**config.mk**
```make
export PLATFORM = sky130hd
export DESIGN_NAME = scaled_text_scanline_renderer_unit
export DESIGN_NICKNAME = d
export VERILOG_FILES = /design/src/rtl/core/stsr_pkg.sv /design/src/rtl/core/stsr_line_buf.sv /design/src/rtl/core/scaled_text_scanline_renderer_unit.sv
export VERILOG_INCLUDE_DIRS = /design/src /design/src/rtl/core
export SDC_FILE = /design/constraint.sdc
export NUM_CORES = 1
export LEC_CHECK = 0
export CAP_MARGIN = 20
export CORE_MARGIN = 4
export CORE_UTILIZATION = 30
export CTS_BUF_LIST = sky130_fd_sc_hd__clkbuf_8
export DETAILED_ROUTE_END_ITERATION = 8
export DONT_BUFFER_PORTS = 1
export GPL_ROUTABILITY_DRIVEN = 0
export GPL_TIMING_DRIVEN = 0
export PLACE_DENSITY = 0.47
export SKIP_CTS_REPAIR_TIMING = 1
export SLEW_MARGIN = 10
export SYNTH_ARGS = -nofsm -noshare
export SYNTH_HDL_FRONTEND = slang
export SYNTH_SLANG_ARGS = --single-unit
```
**constraint.sdc**
```tcl
create_clock -name clk -period 3.9 [get_ports clk]
set_input_delay 0.78 -clock clk [delete_from_list [all_inputs] [get_ports clk]]
set_output_delay 0.78 -clock clk [all_outputs]
set_load 0.01 [all_outputs]
```
**src/rtl/core/scaled_text_scanline_renderer_unit_assert.svh**
```systemverilog
// ----------------------------------------------------------------------------
// Assertion macros for the scanline renderer
// Macros for the concurrent checks in the renderer RTL.
// ----------------------------------------------------------------------------
`ifndef SCALED_TEXT_SCANLINE_RENDERER_UNIT_ASSERT_SVH
`define SCALED_TEXT_SCANLINE_RENDERER_UNIT_ASSERT_SVH

// Check on every clock edge outside reset.
`define STSR_ASSERT(lbl, prop, msg) \
  lbl: assert property (@(posedge clk) disable iff (!rst_n) prop) else $error(msg);

// Check on every clock edge, reset included.
`define STSR_ASSERT_ALWAYS(lbl, prop, msg) \
  lbl: assert property (@(posedge clk) prop) else $error(msg);

`endif

```
**src/rtl/core/stsr_pkg.sv**
```systemverilog
`timescale 1ns / 1ps
// ----------------------------------------------------------------------------
// Scanline renderer package
// Sizes, types, font ROM and pixel helpers for the text scanline renderer.
// ----------------------------------------------------------------------------
package stsr_pkg;

  localparam int SCALE       = 2;
  localparam int ROW_BYTES   = 25;
  localparam int MAX_CHARS   = 32;
  localparam int GLYPH_COUNT = 23;
  localparam int ROM_GLYPHS  = 23;

  localparam int K_W   = (ROW_BYTES > 1) ? $clog2(ROW_BYTES) : 1;
  localparam int CH_W  = 7;
  localparam int LEN_W = 6;
  localparam int AW    = (MAX_CHARS > 1) ? $clog2(MAX_CHARS) : 1;
  localparam int BP_W  = (SCALE > 1) ? $clog2(SCALE) : 1;

  localparam int PIX_PER_BYTE = 8 / SCALE;
  localparam int FILL         = (1 << SCALE) - 1;

  typedef logic [K_W-1:0]   k_t;
  typedef logic [CH_W-1:0]  ch_t;
  typedef logic [LEN_W-1:0] len_t;
  typedef logic [AW-1:0]    addr_t;
  typedef logic [BP_W-1:0]  bp_t;

  typedef enum logic {
    ST_IDLE,
    ST_RENDER
  } state_t;

  // input item kinds, carried on in_tuser
  localparam logic OP_WRITE  = 1'b0;
  localparam logic OP_RENDER = 1'b1;

  localparam logic [7:0] GLYPH_CODES [ROM_GLYPHS] = '{
    8'h20, 8'h25, 8'h2E, 8'h30, 8'h31, 8'h32, 8'h33, 8'h34, 8'h35, 8'h36, 8'h37, 8'h38,
    8'h39, 8'h3A, 8'h43, 8'h49, 8'h4E, 8'h4F, 8'h50, 8'h54, 8'h55, 8'h61, 8'hB0
  };

  localparam logic [7:0] GLYPH_ROM [ROM_GLYPHS][8] = '{
    '{8'h00, 8'h00, 8'h00, 8'h00, 8'h00, 8'h00, 8'h00, 8'h00},
    '{8'h00, 8'hc6, 8'hcc, 8'h18, 8'h30, 8'h66, 8'hc6, 8'h00},
    '{8'h00, 8'h00, 8'h00, 8'h00, 8'h00, 8'h30, 8'h30, 8'h00},
    '{8'h7c, 8'hc6, 8'hce, 8'hde, 8'hf6, 8'he6, 8'h7c, 8'h00},
    '{8'h30, 8'h70, 8'h30, 8'h30, 8'h30, 8'h30, 8'hfc, 8'h00},
    '{8'h78, 8'hcc, 8'h0c, 8'h38, 8'h60, 8'hcc, 8'hfc, 8'h00},
    '{8'h78, 8'hcc, 8'h0c, 8'h38, 8'h0c, 8'hcc, 8'h78, 8'h00},
    '{8'h1c, 8'h3c, 8'h6c, 8'hcc, 8'hfe, 8'h0c, 8'h1e, 8'h00},
    '{8'hfc, 8'hc0, 8'hf8, 8'h0c, 8'h0c, 8'hcc, 8'h78, 8'h00},
    '{8'h38, 8'h60, 8'hc0, 8'hf8, 8'hcc, 8'hcc, 8'h78, 8'h00},
    '{8'hfc, 8'hcc, 8'h0c, 8'h18, 8'h30, 8'h30, 8'h30, 8'h00},
    '{8'h78, 8'hcc, 8'hcc, 8'h78, 8'hcc, 8'hcc, 8'h78, 8'h00},
    '{8'h78, 8'hcc, 8'hcc, 8'h7c, 8'h0c, 8'h18, 8'h70, 8'h00},
    '{8'h00, 8'h30, 8'h30, 8'h00, 8'h00, 8'h30, 8'h30, 8'h00},
    '{8'h3c, 8'h66, 8'hc0, 8'hc0, 8'hc0, 8'h66, 8'h3c, 8'h00},
    '{8'h78, 8'h30, 8'h30, 8'h30, 8'h30, 8'h30, 8'h78, 8'h00},
    '{8'hc6, 8'he6, 8'hf6, 8'hde, 8'hce, 8'hc6, 8'hc6, 8'h00},
    '{8'h38, 8'h6c, 8'hc6, 8'hc6, 8'hc6, 8'h6c, 8'h38, 8'h00},
    '{8'hfc, 8'h66, 8'h66, 8'h7c, 8'h60, 8'h60, 8'hf0, 8'h00},
    '{8'hfc, 8'hb4, 8'h30, 8'h30, 8'h30, 8'h30, 8'h78, 8'h00},
    '{8'hcc, 8'hcc, 8'hcc, 8'hcc, 8'hcc, 8'hcc, 8'hfc, 8'h00},
    '{8'h00, 8'h00, 8'h78, 8'h0c, 8'h7c, 8'hcc, 8'h76, 8'h00},
    '{8'h04, 8'h0A, 8'h04, 8'h00, 8'h00, 8'h00, 8'h00, 8'h00}
  };

  // glyph row index = scanline / SCALE, as a threshold table
  function automatic logic [3:0] scan_row(input logic [3:0] scan);
    logic [3:0] r;
    r = 4'd0;
    for (int i = 1; i < 16; i++) begin
      if (int'(scan) >= i * SCALE) r = 4'(i);
    end
    return r;
  endfunction

  // font row for a code; blank for unmapped codes and rows past seven
  function automatic logic [7:0] glyph_row(input logic [7:0] code, input logic [3:0] row);
    logic [7:0] px;
    px = 8'h00;
    if (row < 4'd8) begin
      for (int g = 0; g < ROM_GLYPHS; g++) begin
        if (g < GLYPH_COUNT && GLYPH_CODES[g] == code) px = GLYPH_ROM[g][row[2:0]];
      end
    end
    return px;
  endfunction

  // one output byte of a row widened SCALE times; part picks the byte
  function automatic logic [7:0] widen(input logic [7:0] row, input bp_t part);
    int src;
    int outv;
    outv = 0;
    for (int b = 0; b < PIX_PER_BYTE; b++) begin
      src = int'(part) * PIX_PER_BYTE + b;
      if (src < 8) begin
        if (row[7 - src]) outv = outv | (FILL << (8 - SCALE * (b + 1)));
      end
    end
    return outv[7:0];
  endfunction

endpackage

```
**src/rtl/core/stsr_line_buf.sv**
```systemverilog
`timescale 1ns / 1ps
// ----------------------------------------------------------------------------
// Line buffer
// Character code store, one write port, one registered read port.
// ----------------------------------------------------------------------------
module stsr_line_buf (
  input  logic               clk,
  input  logic               wr_en,
  input  stsr_pkg::addr_t    wr_addr,
  input  logic [7:0]         wr_data,
  input  logic               rd_en,
  input  stsr_pkg::addr_t    rd_addr,
  output logic [7:0]         rd_data
);

  logic [7:0] mem_r [stsr_pkg::MAX_CHARS];
  logic [7:0] rd_data_r;

  always_ff @(posedge clk) begin
    if (wr_en) begin
      mem_r[wr_addr] <= wr_data;
    end
  end

  // read data holds while rd_en is low
  always_ff @(posedge clk) begin
    if (rd_en) begin
      rd_data_r <= mem_r[rd_addr];
    end
  end

  assign rd_data = rd_data_r;

endmodule

```
**src/rtl/core/scaled_text_scanline_renderer_unit.sv**
```systemverilog
`timescale 1ns / 1ps
// ----------------------------------------------------------------------------
// Scaled text scanline renderer
// Character generator that turns a stored text line into scaled pixel bytes.
// ----------------------------------------------------------------------------
// Usage:
//   in_* channel takes one word per item. in_tuser is the kind: write (store
//   char_code at char_pos, in_tlast = end of text sets the line length) or
//   render (emit one scanline). A write finishes in the accept cycle.
//   A render emits ROW_BYTES words on out_*, one per cycle while out_tready
//   is high: left_margin blank bytes, SCALE bytes per character, blank bytes
//   after the text. out_tlast marks the final byte of the scanline.
//   Pipeline: issue, line buffer read, output register. A render holds off
//   the input side while the byte sequencer steps through its bytes, with a
//   buffer read for character bytes only; the next item is taken right
//   after the last byte is issued.
//   Stall: a low out_tready with out_tvalid high freezes the sequencer, the
//   read stage and the output register together; nothing is dropped or repeated.
//   Reset (rst_n low, synchronous): sequencer idle, line length zero, margin
//   zero, output empty. Buffer contents are not cleared.
//   cfg_we writes left_margin; write it only while the block is idle.
// ----------------------------------------------------------------------------
`include "scaled_text_scanline_renderer_unit_assert.svh"

module scaled_text_scanline_renderer_unit (
  input  logic        clk,
  input  logic        rst_n,
  // configuration
  input  logic        cfg_we,
  input  logic [4:0]  cfg_wdata,   // left_margin
  // input channel
  input  logic        in_tvalid,
  output logic        in_tready,
  input  logic [23:0] in_tdata,    // [4:0] char_pos, [12:5] char_code, [16:13] scanline
  input  logic        in_tuser,    // op
  input  logic        in_tlast,    // end_of_text
  // result channel
  output logic        out_tvalid,
  input  logic        out_tready,
  output logic [7:0]  out_tdata,   // [7:0] pixel_byte
  output logic        out_tlast    // last
);

  // --------------------------------------------------------------------------
  // Input unpack
  // --------------------------------------------------------------------------
  logic [4:0] in_pos;
  logic [7:0] in_code;
  logic [3:0] in_scan;

  assign in_pos  = in_tdata[4:0];
  assign in_code = in_tdata[12:5];
  assign in_scan = in_tdata[16:13];

  // --------------------------------------------------------------------------
  // State
  // --------------------------------------------------------------------------
  stsr_pkg::state_t state_r, state_nxt;
  stsr_pkg::k_t     k_r, k_nxt;          // byte index within the scanline
  stsr_pkg::ch_t    ch_r, ch_nxt;        // character index
  stsr_pkg::bp_t    bp_r, bp_nxt;        // byte within the current character
  logic [3:0]       row_r, row_nxt;      // glyph row of the current render
  stsr_pkg::len_t   len_r, len_nxt;      // text length
  logic [4:0]       margin_r;

  // read stage
  logic             b_vld_r;
  logic             b_show_r;
  stsr_pkg::bp_t    b_bp_r;
  logic [3:0]       b_row_r;
  logic             b_last_r;

  // output register
  logic             out_vld_r;
  logic [7:0]       out_data_r;
  logic             out_last_r;

  logic             in_acc;
  logic             adv;       // whole pipe moves this cycle
  logic             issue;
  logic             in_margin;
  logic             show;
  logic             wr_en;
  logic [7:0]       rd_data;
  logic [7:0]       pix;

  assign in_tready = (state_r == stsr_pkg::ST_IDLE);
  assign in_acc    = in_tvalid && in_tready;
  assign adv       = !out_vld_r || out_tready;
  assign issue     = (state_r == stsr_pkg::ST_RENDER) && adv;

  assign in_margin = stsr_pkg::ch_t'(k_r) < stsr_pkg::ch_t'(margin_r);
  assign show      = !in_margin
                     && (ch_r < stsr_pkg::ch_t'(len_r))
                     && (ch_r < stsr_pkg::ch_t'(stsr_pkg::MAX_CHARS));

  // out-of-range writes are dropped, end of text included
  assign wr_en = in_acc && (in_tuser == stsr_pkg::OP_WRITE)
                 && (stsr_pkg::ch_t'(in_pos) < stsr_pkg::ch_t'(stsr_pkg::MAX_CHARS));

  // --------------------------------------------------------------------------
  // Line buffer
  // --------------------------------------------------------------------------
  stsr_line_buf u_line_buf (
    .clk     (clk),
    .wr_en   (wr_en),
    .wr_addr (stsr_pkg::addr_t'(in_pos)),
    .wr_data (in_code),
    .rd_en   (issue && show),
    .rd_addr (stsr_pkg::addr_t'(ch_r)),
    .rd_data (rd_data)
  );

  // --------------------------------------------------------------------------
  // Sequencer
  // --------------------------------------------------------------------------
  always_comb begin
    state_nxt = state_r;
    k_nxt     = k_r;
    ch_nxt    = ch_r;
    bp_nxt    = bp_r;
    row_nxt   = row_r;
    len_nxt   = len_r;
    unique case (state_r)
      stsr_pkg::ST_IDLE: begin
        if (in_acc) begin
          if (in_tuser == stsr_pkg::OP_RENDER) begin
            state_nxt = stsr_pkg::ST_RENDER;
            k_nxt     = '0;
            ch_nxt    = '0;
            bp_nxt    = '0;
            row_nxt   = stsr_pkg::scan_row(in_scan);
          end else if (wr_en && in_tlast) begin
            len_nxt = stsr_pkg::len_t'(stsr_pkg::ch_t'(in_pos) + stsr_pkg::ch_t'(1));
          end
        end
      end
      stsr_pkg::ST_RENDER: begin
        if (issue) begin
          if (!in_margin) begin
            if (int'(bp_r) == stsr_pkg::SCALE - 1) begin
              bp_nxt = '0;
              ch_nxt = ch_r + stsr_pkg::ch_t'(1);
            end else begin
              bp_nxt = bp_r + stsr_pkg::bp_t'(1);
            end
          end
          if (int'(k_r) == stsr_pkg::ROW_BYTES - 1) begin
            state_nxt = stsr_pkg::ST_IDLE;
            k_nxt     = '0;
            ch_nxt    = '0;
            bp_nxt    = '0;
          end else begin
            k_nxt = k_r + stsr_pkg::k_t'(1);
          end
        end
      end
      default: state_nxt = stsr_pkg::ST_IDLE;
    endcase
  end

  always_ff @(posedge clk) begin
    if (!rst_n) begin
      state_r  <= stsr_pkg::ST_IDLE;
      k_r      <= '0;
      ch_r     <= '0;
      bp_r     <= '0;
      len_r    <= '0;
      margin_r <= '0;
    end else begin
      state_r <= state_nxt;
      k_r     <= k_nxt;
      ch_r    <= ch_nxt;
      bp_r    <= bp_nxt;
      len_r   <= len_nxt;
      if (cfg_we) begin
        margin_r <= cfg_wdata;
      end
    end
  end

  always_ff @(posedge clk) begin
    row_r <= row_nxt;
  end

  // --------------------------------------------------------------------------
  // Read stage and output register
  // --------------------------------------------------------------------------
  always_ff @(posedge clk) begin
    if (!rst_n) begin
      b_vld_r <= 1'b0;
    end else if (adv) begin
      b_vld_r <= issue;
    end
  end

  always_ff @(posedge clk) begin
    if (adv) begin
      b_show_r <= show;
      b_bp_r   <= bp_r;
      b_row_r  <= row_r;
      b_last_r <= (int'(k_r) == stsr_pkg::ROW_BYTES - 1);
    end
  end

  assign pix = b_show_r ? stsr_pkg::widen(stsr_pkg::glyph_row(rd_data, b_row_r), b_bp_r)
                        : 8'h00;

  always_ff @(posedge clk) begin
    if (!rst_n) begin
      out_vld_r <= 1'b0;
    end else if (adv) begin
      out_vld_r <= b_vld_r;
    end
  end

  always_ff @(posedge clk) begin
    if (adv) begin
      out_data_r <= pix;
      out_last_r <= b_last_r;
    end
  end

  assign out_tvalid = out_vld_r;
  assign out_tdata  = out_data_r;
  assign out_tlast  = out_last_r;

  // --------------------------------------------------------------------------
  // Checks
  // --------------------------------------------------------------------------
  `STSR_ASSERT(a_k_range, int'(k_r) < stsr_pkg::ROW_BYTES, "byte index past row end")
  `STSR_ASSERT(a_bp_range, int'(bp_r) < stsr_pkg::SCALE, "byte-in-char past scale")
  `STSR_ASSERT(a_render_start, (in_acc && in_tuser == stsr_pkg::OP_RENDER) |=> (state_r == stsr_pkg::ST_RENDER && k_r == '0), "render did not start at byte zero")
  `STSR_ASSERT(a_read_hold, (b_vld_r && !adv) |=> (b_vld_r && $stable(rd_data)), "read data lost under stall")
  `STSR_ASSERT(a_idle_clear, (state_r == stsr_pkg::ST_IDLE) |-> (ch_r == '0 && bp_r == '0), "char counters not cleared in idle")

endmodule
```
== Word level (Yosys, flattened, before mapping) ==
Memory sizes are Yosys's and may differ from the RTL's. A register that Yosys moved wholly into a read port is not among the register bits.
Index checks and enable logic that the tools add are counted.

* $add $sub $neg: 11
* Bitwise gates (word level): 3
* Equal/unequal tests: 29
* Magnitude comparators: 20
* Reductions and logical operators: 18
* Multiplexer cells: 122

{| class="wikitable"
|+ Operators with widths
! cell !! number
|-
| 2-to-1 mux 8 bit || 72
|-
| equality test 6 x 8 -> 1 bit, first input constant || 14
|-
| equality test 7 x 8 -> 1 bit, first input constant || 8
|-
| 2-to-1 mux 7 bit || 6
|-
| 2-to-1 mux 1 bit || 22
|-
| greater-or-equal comparator 4 bit, second input constant || 5
|-
| 2-to-1 mux 5 bit || 4
|-
| < comparator 4 bit, second input constant || 4
|-
| < comparator 5 bit, second input constant || 3
|-
| subtractor 3 x 4 -> 5 bit, first input constant || 3
|-
| case mux 7 bit (2 select lines) || 1
|-
| binary-select mux 1 bit (select 3 bit) || 4
|-
| 2-to-1 mux 6 bit || 2
|-
| case mux 5 bit (2 select lines) || 1
|-
| adder 3 x 2 -> 4 bit, second input constant || 2
|-
| equality test 8 bit, first input constant || 1
|-
| greater-or-equal comparator 4 x 3 -> 1 bit, second input constant || 2
|-
| 2-to-1 mux 2 bit || 4
|-
| 2-to-1 mux 4 bit || 2
|-
| AND reduction 4 bit || 2
|-
| adder 7 x 1 -> 7 bit, second input constant || 1
|-
| logical AND 1 bit || 7
|-
| < comparator 7 x 6 -> 1 bit || 1
|-
| < comparator 7 x 6 -> 1 bit, second input constant || 1
|-
| other kinds (24) || 31
|}

* Flip-flop bits (word level): 47
* Memory bits (writable): 256
* Logic and storage cells: 245
* Memories: 24
* Memory bits (read-only): 1472
* Output and inout port bits: 11

{| class="wikitable"
|+ Memories
! memory !! depth !! bits a word !! rd ports !! clocked after memory_dff !! write ports !! RTL line !! source
|-
| u_line_buf.mem_r || 32 || 8 || 1 || 1 || 1 || stsr_line_buf.sv:16 || <nowiki>logic [7:0] mem_r [stsr_pkg::MAX_CHARS];</nowiki>
|-
| (name not given) || 8 || 8 || 1 || 0 || 0 || stsr_pkg.sv:85 || <nowiki>if (g < GLYPH_COUNT && GLYPH_CODES[g] == code) px = GLYPH_ROM[g][row[2:0]];</nowiki>
|-
| (name not given) || 8 || 8 || 1 || 0 || 0 || stsr_pkg.sv:85 ||
|-
| (name not given) || 8 || 8 || 1 || 0 || 0 || stsr_pkg.sv:85 ||
|-
| (name not given) || 8 || 8 || 1 || 0 || 0 || stsr_pkg.sv:85 ||
|-
| (name not given) || 8 || 8 || 1 || 0 || 0 || stsr_pkg.sv:85 ||
|-
| 18 more memories || - || - || - || - || - || - ||
|}

== Longest topological paths before layout ==
* Depth in word-level cells: 39
* Gate-level depth with buffers: 11
* Mapped depth without buffers: 9

== Cells and area by module ==
Synthesis repeated with hierarchy kept, for this count alone.

* Cell total of the unflattened synthesis: 953
* Area total of the unflattened synthesis: 14087.3 um2

{| class="wikitable"
|+ By module, submodules not included
! module !! cells an instance !! instances !! area an instance (um2)
|-
| stsr_line_buf || 417 || 1 || 10133.5
|-
| scaled_text_scanline_renderer_unit || 536 || 1 || 3953.8
|}

== Worst setup path before layout ==
Ideal clock, no wire load.

* Kind: register to register
* Start: reg b_row_r[1]
* End: reg out_data_r[4], in the netlist out_tdata[4], data pin
* Required time: 3641 ps
* Clock period less this slack: 2928 ps
* Setup time: 259 ps
* Data arrival time: 2669 ps
* Cell stages (with the launch flop): 12
* Slack: 972 ps
* Path buffers: 2
* Path through: edfxtp_1 inv_1 ha_1 clkbuf_1 or2_2 clkbuf_1 and3_1 o22a_1 a21oi_1 nor4_1 o311a_1 a211o_1

* Cells in the longest elaborated chain, start to end: 33

{| class="wikitable"
|+ RTL lines
! element !! RTL line !! source
|-
| start, declared || scaled_text_scanline_renderer_unit.sv:70 || <nowiki>logic [3:0] b_row_r;</nowiki>
|-
| start signal, assigned || scaled_text_scanline_renderer_unit.sv:201 || <nowiki>b_row_r <= row_r;</nowiki>
|-
| inverter 3 -> 4 bit (not written as such) || stsr_pkg.sv:85 ||
|-
| memory read (8 x 8 bit) || - ||
|-
| 2-to-1 mux 8 bit (not written as such) (2 in a row) || stsr_pkg.sv:85 ||
|-
| 2-to-1 mux 8 bit (23 in a row) || stsr_pkg.sv:85 ||
|-
| 2-to-1 mux 8 bit * || stsr_pkg.sv:83 || <nowiki>if (row < 4'd8) begin</nowiki>
|-
| binary-select mux 1 bit (select 3 bit) * || stsr_pkg.sv:99 || <nowiki>if (row[7 - src]) outv = outv | (FILL << (8 - SCALE * (b + 1)));</nowiki>
|-
| 2-to-1 mux 1 bit (not written as such) * (2 in a row) || stsr_pkg.sv:99 ||
|-
| 2-to-1 mux 6 bit * || stsr_pkg.sv:99 ||
|-
| 2-to-1 mux 6 bit * || stsr_pkg.sv:98 || <nowiki>if (src < 8) begin</nowiki>
|-
| end signal, assigned || scaled_text_scanline_renderer_unit.sv:219 || <nowiki>out_data_r <= pix;</nowiki>
|-
| end, declared || scaled_text_scanline_renderer_unit.sv:75 || <nowiki>logic [7:0] out_data_r;</nowiki>
|}

Mark *: on every way between the ends. The rest lies on a longest branch, timed or not. The select of a mux whose other input is x is not followed.
A chain may end at the register's enable or synchronous reset.

== Final worst setup path ==
* Start: reg b_row_r[0]
* End: reg out_data_r[4], in the netlist out_tdata[4], data pin

Same word-level chain as after synthesis.

==> reports/qor.yml <==
status: "finished clean"
synth-compound-area-share_pct: 7.94
max_freq_mhz: 268
r2r_slack_ns: 0.16
reg2reg_from: "b_row_r[0]"
setup.worst_path.start: "b_row_r[0]"
htreeDepth: 2
ff_latch_area_um2: 8890
hold_violations: 0
die-area_um2: 50600
maxCapViolations: 0
final_util_pct: 34.1
die_height_um: 225
holdCritPathClass: "input port to flop"
ys_ff_latch: 305
yosysSeqAreaShare_pct: 62.9
syn_nets: 1003
clk_latency_ns: 0.62
synth-async-reset-ratio_pct: 0
fin_crit_sh_pct: 95.8
antenna_found_initial: 1
met1_usage_pct: 19.8
reg2reg_depth: 10
synthMuxAreaShare_pct: 14.2
pin_count: 47
irDropWorstVdd_uv: 249
min_path_cells: 0
first_pass_iters: 6
grt_usage_pct: 14.5
hp-start: "in_tdata[11]"
fin_crit_ns: 3.74
cts.reportedPaths.clkPinSlew_ns: 0.06
tightest_slew_ns: 1.14
grt_pass1_wl_um: 55800
hpwl_um: 25100
wirelength_um: 37000
core-area_um2: 46600
syn_avg_cell_area_um2: 15.0
yosysTopAreaCellShare_pct: 59.1
layout.nets: 1058
syn-cell-area_um2: 14100
ys.flop_type: "edfxtp_1"
grt_pass1_vias: 8725
grt.overflow.total: 0
worstPathMaxFanout: 9
yosysTopAreaCell: "edfxtp_1"
drc: 0
routed_via_density: 5.27
layout_common_cells: "edfxtp_1 (278), mux4_2 (80), nor2_1 (63)"
required_ns: 4.25
yosys.area_share.adder_pct: 2.39
die_x_um: 225
synth_top_family_by_area: "multiplexers"
slew_viol_final: 0
root_buffer: "clkbuf_8"
fillers: 4507
clkSinkCount: 305
setup_violations: 0
core.rowCount: 79
endpoint_kind: "flop"
power_density_nw_per_um2: 411
wl_per_cell_um: 22.6
synthXorXnorAreaFrac_pct: 0.434
synthSimpleGateAreaFrac_pct: 9.28
portBuffers: 0
yosysUniqueCellTypes: 79
met3_usage_pct: 2.98
synth_edf_count: 278
drt_iter0_markers: 819
p_leak_nw: 5.08
cts_tree: "yes"
cp_data_arrival_time_ns: 4.09
critical_path.startpoint_type: "flop"
finClkSkew_ns: 0.0461
rsz0062_at_grt: "no"
grt_max_degree: 33
ys_warn_count: 0
postRouteAntennaNets: 0
drive_gt1_share_pct: 18.4
area_growth_pct: 12.2
synthTopCellsByArea: "edfxtp_1 (59%), mux4_2 (13%), dfxtp_1 (3.8%), ha_1 (2.4%), nor2_1 (1.7%)"
initial_core_util_pct: 30.3
cts-buffers-inserted: 50
slew-limit-headroom_pct: 23.0
path_class: "flop to flop"
num_vias: 8629
final_common_cell: "edfxtp_1"
busiest_layer: "met2"
whs_ns: 0.252
synth_cells: 940
multiInputGateArea_um2: 4840
met2_usage_pct: 22.9
cts_buffer_depth: 3
==> critical path, stage by stage (launching register included) <==
cell	delay [ns]
edfxtp_1	0.63
ha_1	0.22
clkbuf_1	0.50
and2_1	0.21
clkbuf_2	0.27
o21ai_0	0.13
o221a_2	0.27
nor4_1	0.42
nor4_1	0.13
o311a_1	0.40
a211o_1	0.28
==> where the power goes <==
| group | internal, mW | switching [mW] | total, mW |
|---|---|---|---|
| combinational | 0.0763 | 0.155 | 0.231 |
| clock | 1.40 | 1.27 | 2.67 |
| sequential | 3.59 | 0.0204 | 3.61 |
| total | 5.07 | 1.45 | 6.52 |
==> metal layers <==
| metal | part of all wire, % | vias up |
|---|---|---|
| met1 | 43 | 4301 |
| met5 | 0 | - |
| met3 | 6.7 | 108 |
| li1 | - | 3848 |
| met4 | 3.8 | 0 |
| met2 | 46 | 372 |
==> cell type report <==
class	count	share of cell area (%)
timing repair buffer	4	0.174
multi-input combinational	542	30.5
sequential	305	56.1
clock inverter	36	1.55
clock buffer	50	4.34
buffer	60	1.78
tap	607	4.79
inverter	32	0.758
antenna	1	0.0158
==> registers in the layout, indices dropped and copies added, names as in the netlist, 3 cells and up <==
| register | flops |
|---|---|
| u_line_buf.mem_r | 256 |
| u_line_buf.rd_data | 8 |
| ch_r | 7 |
| len_r | 6 |
| k_r | 5 |
| margin_r | 5 |
| out_tdata | 4 |
| b_row_r | 3 |
| row_r | 3 |
==> synth_stat cells (all sizes together) (4+ instances only) <==
master	number
mux2	8
a21o	8
edfxtp	278
o21ai	38
or3	6
and3	5
nor2b	19
nor4	4
a22oi	11
a21oi	24
a211oi	6
nor2	63
a21boi	5
a32oi	4
nand3	20
o211ai	8
a211o	4
nand4	10
buf	24
and2	4
o22ai	7
xor2	5
nor3	11
mux2i	11
dfxtp	27
a31oi	7
mux4	80
and3b	5
inv	30
ha	27
nand2	59
o211a	6
clkbuf	37
nand2b	15
==> per-stage QoR <==
| step | std cells | cell area, um^2 | setup WS, ns | TNS [ns] | power, mW |
|---|---|---|---|---|---|
| after global routing | 1637 | 15900 | 0.149 | 0 | 6.79 |
| after CTS | 1634 | 15800 | -0.0624 | -0.0624 | 6.61 |
| after global placement | 1547 | 14900 | -0.206 | -0.305 | 3.91 |
| after detailed placement | 1548 | 14900 | -0.0561 | -0.0561 | 3.91 |
| final | 1637 | 15900 | 0.164 | 0 | 6.52 |
| after floorplan | 940 | 14100 | 0.972 | 0 | 3.83 |
==> worst paths after layout <==
path	endpoint
max	out_tdata[4]
min	u_line_buf.mem_r[25][6]
max reg2reg	out_tdata[4]
min reg2reg	b_row_r[0]
==> logic make-up (layout without fill, tap and decap cells) <==
group	after synthesis	after routing
flops	305	305
simple gates	247	247
compound gates	162	162
mux	99	99
buf+inv	93	182
fa+ha+maj	27	27
xor+xnor	7	7
other cells	0	1
(Power assumes the default switching activity.)
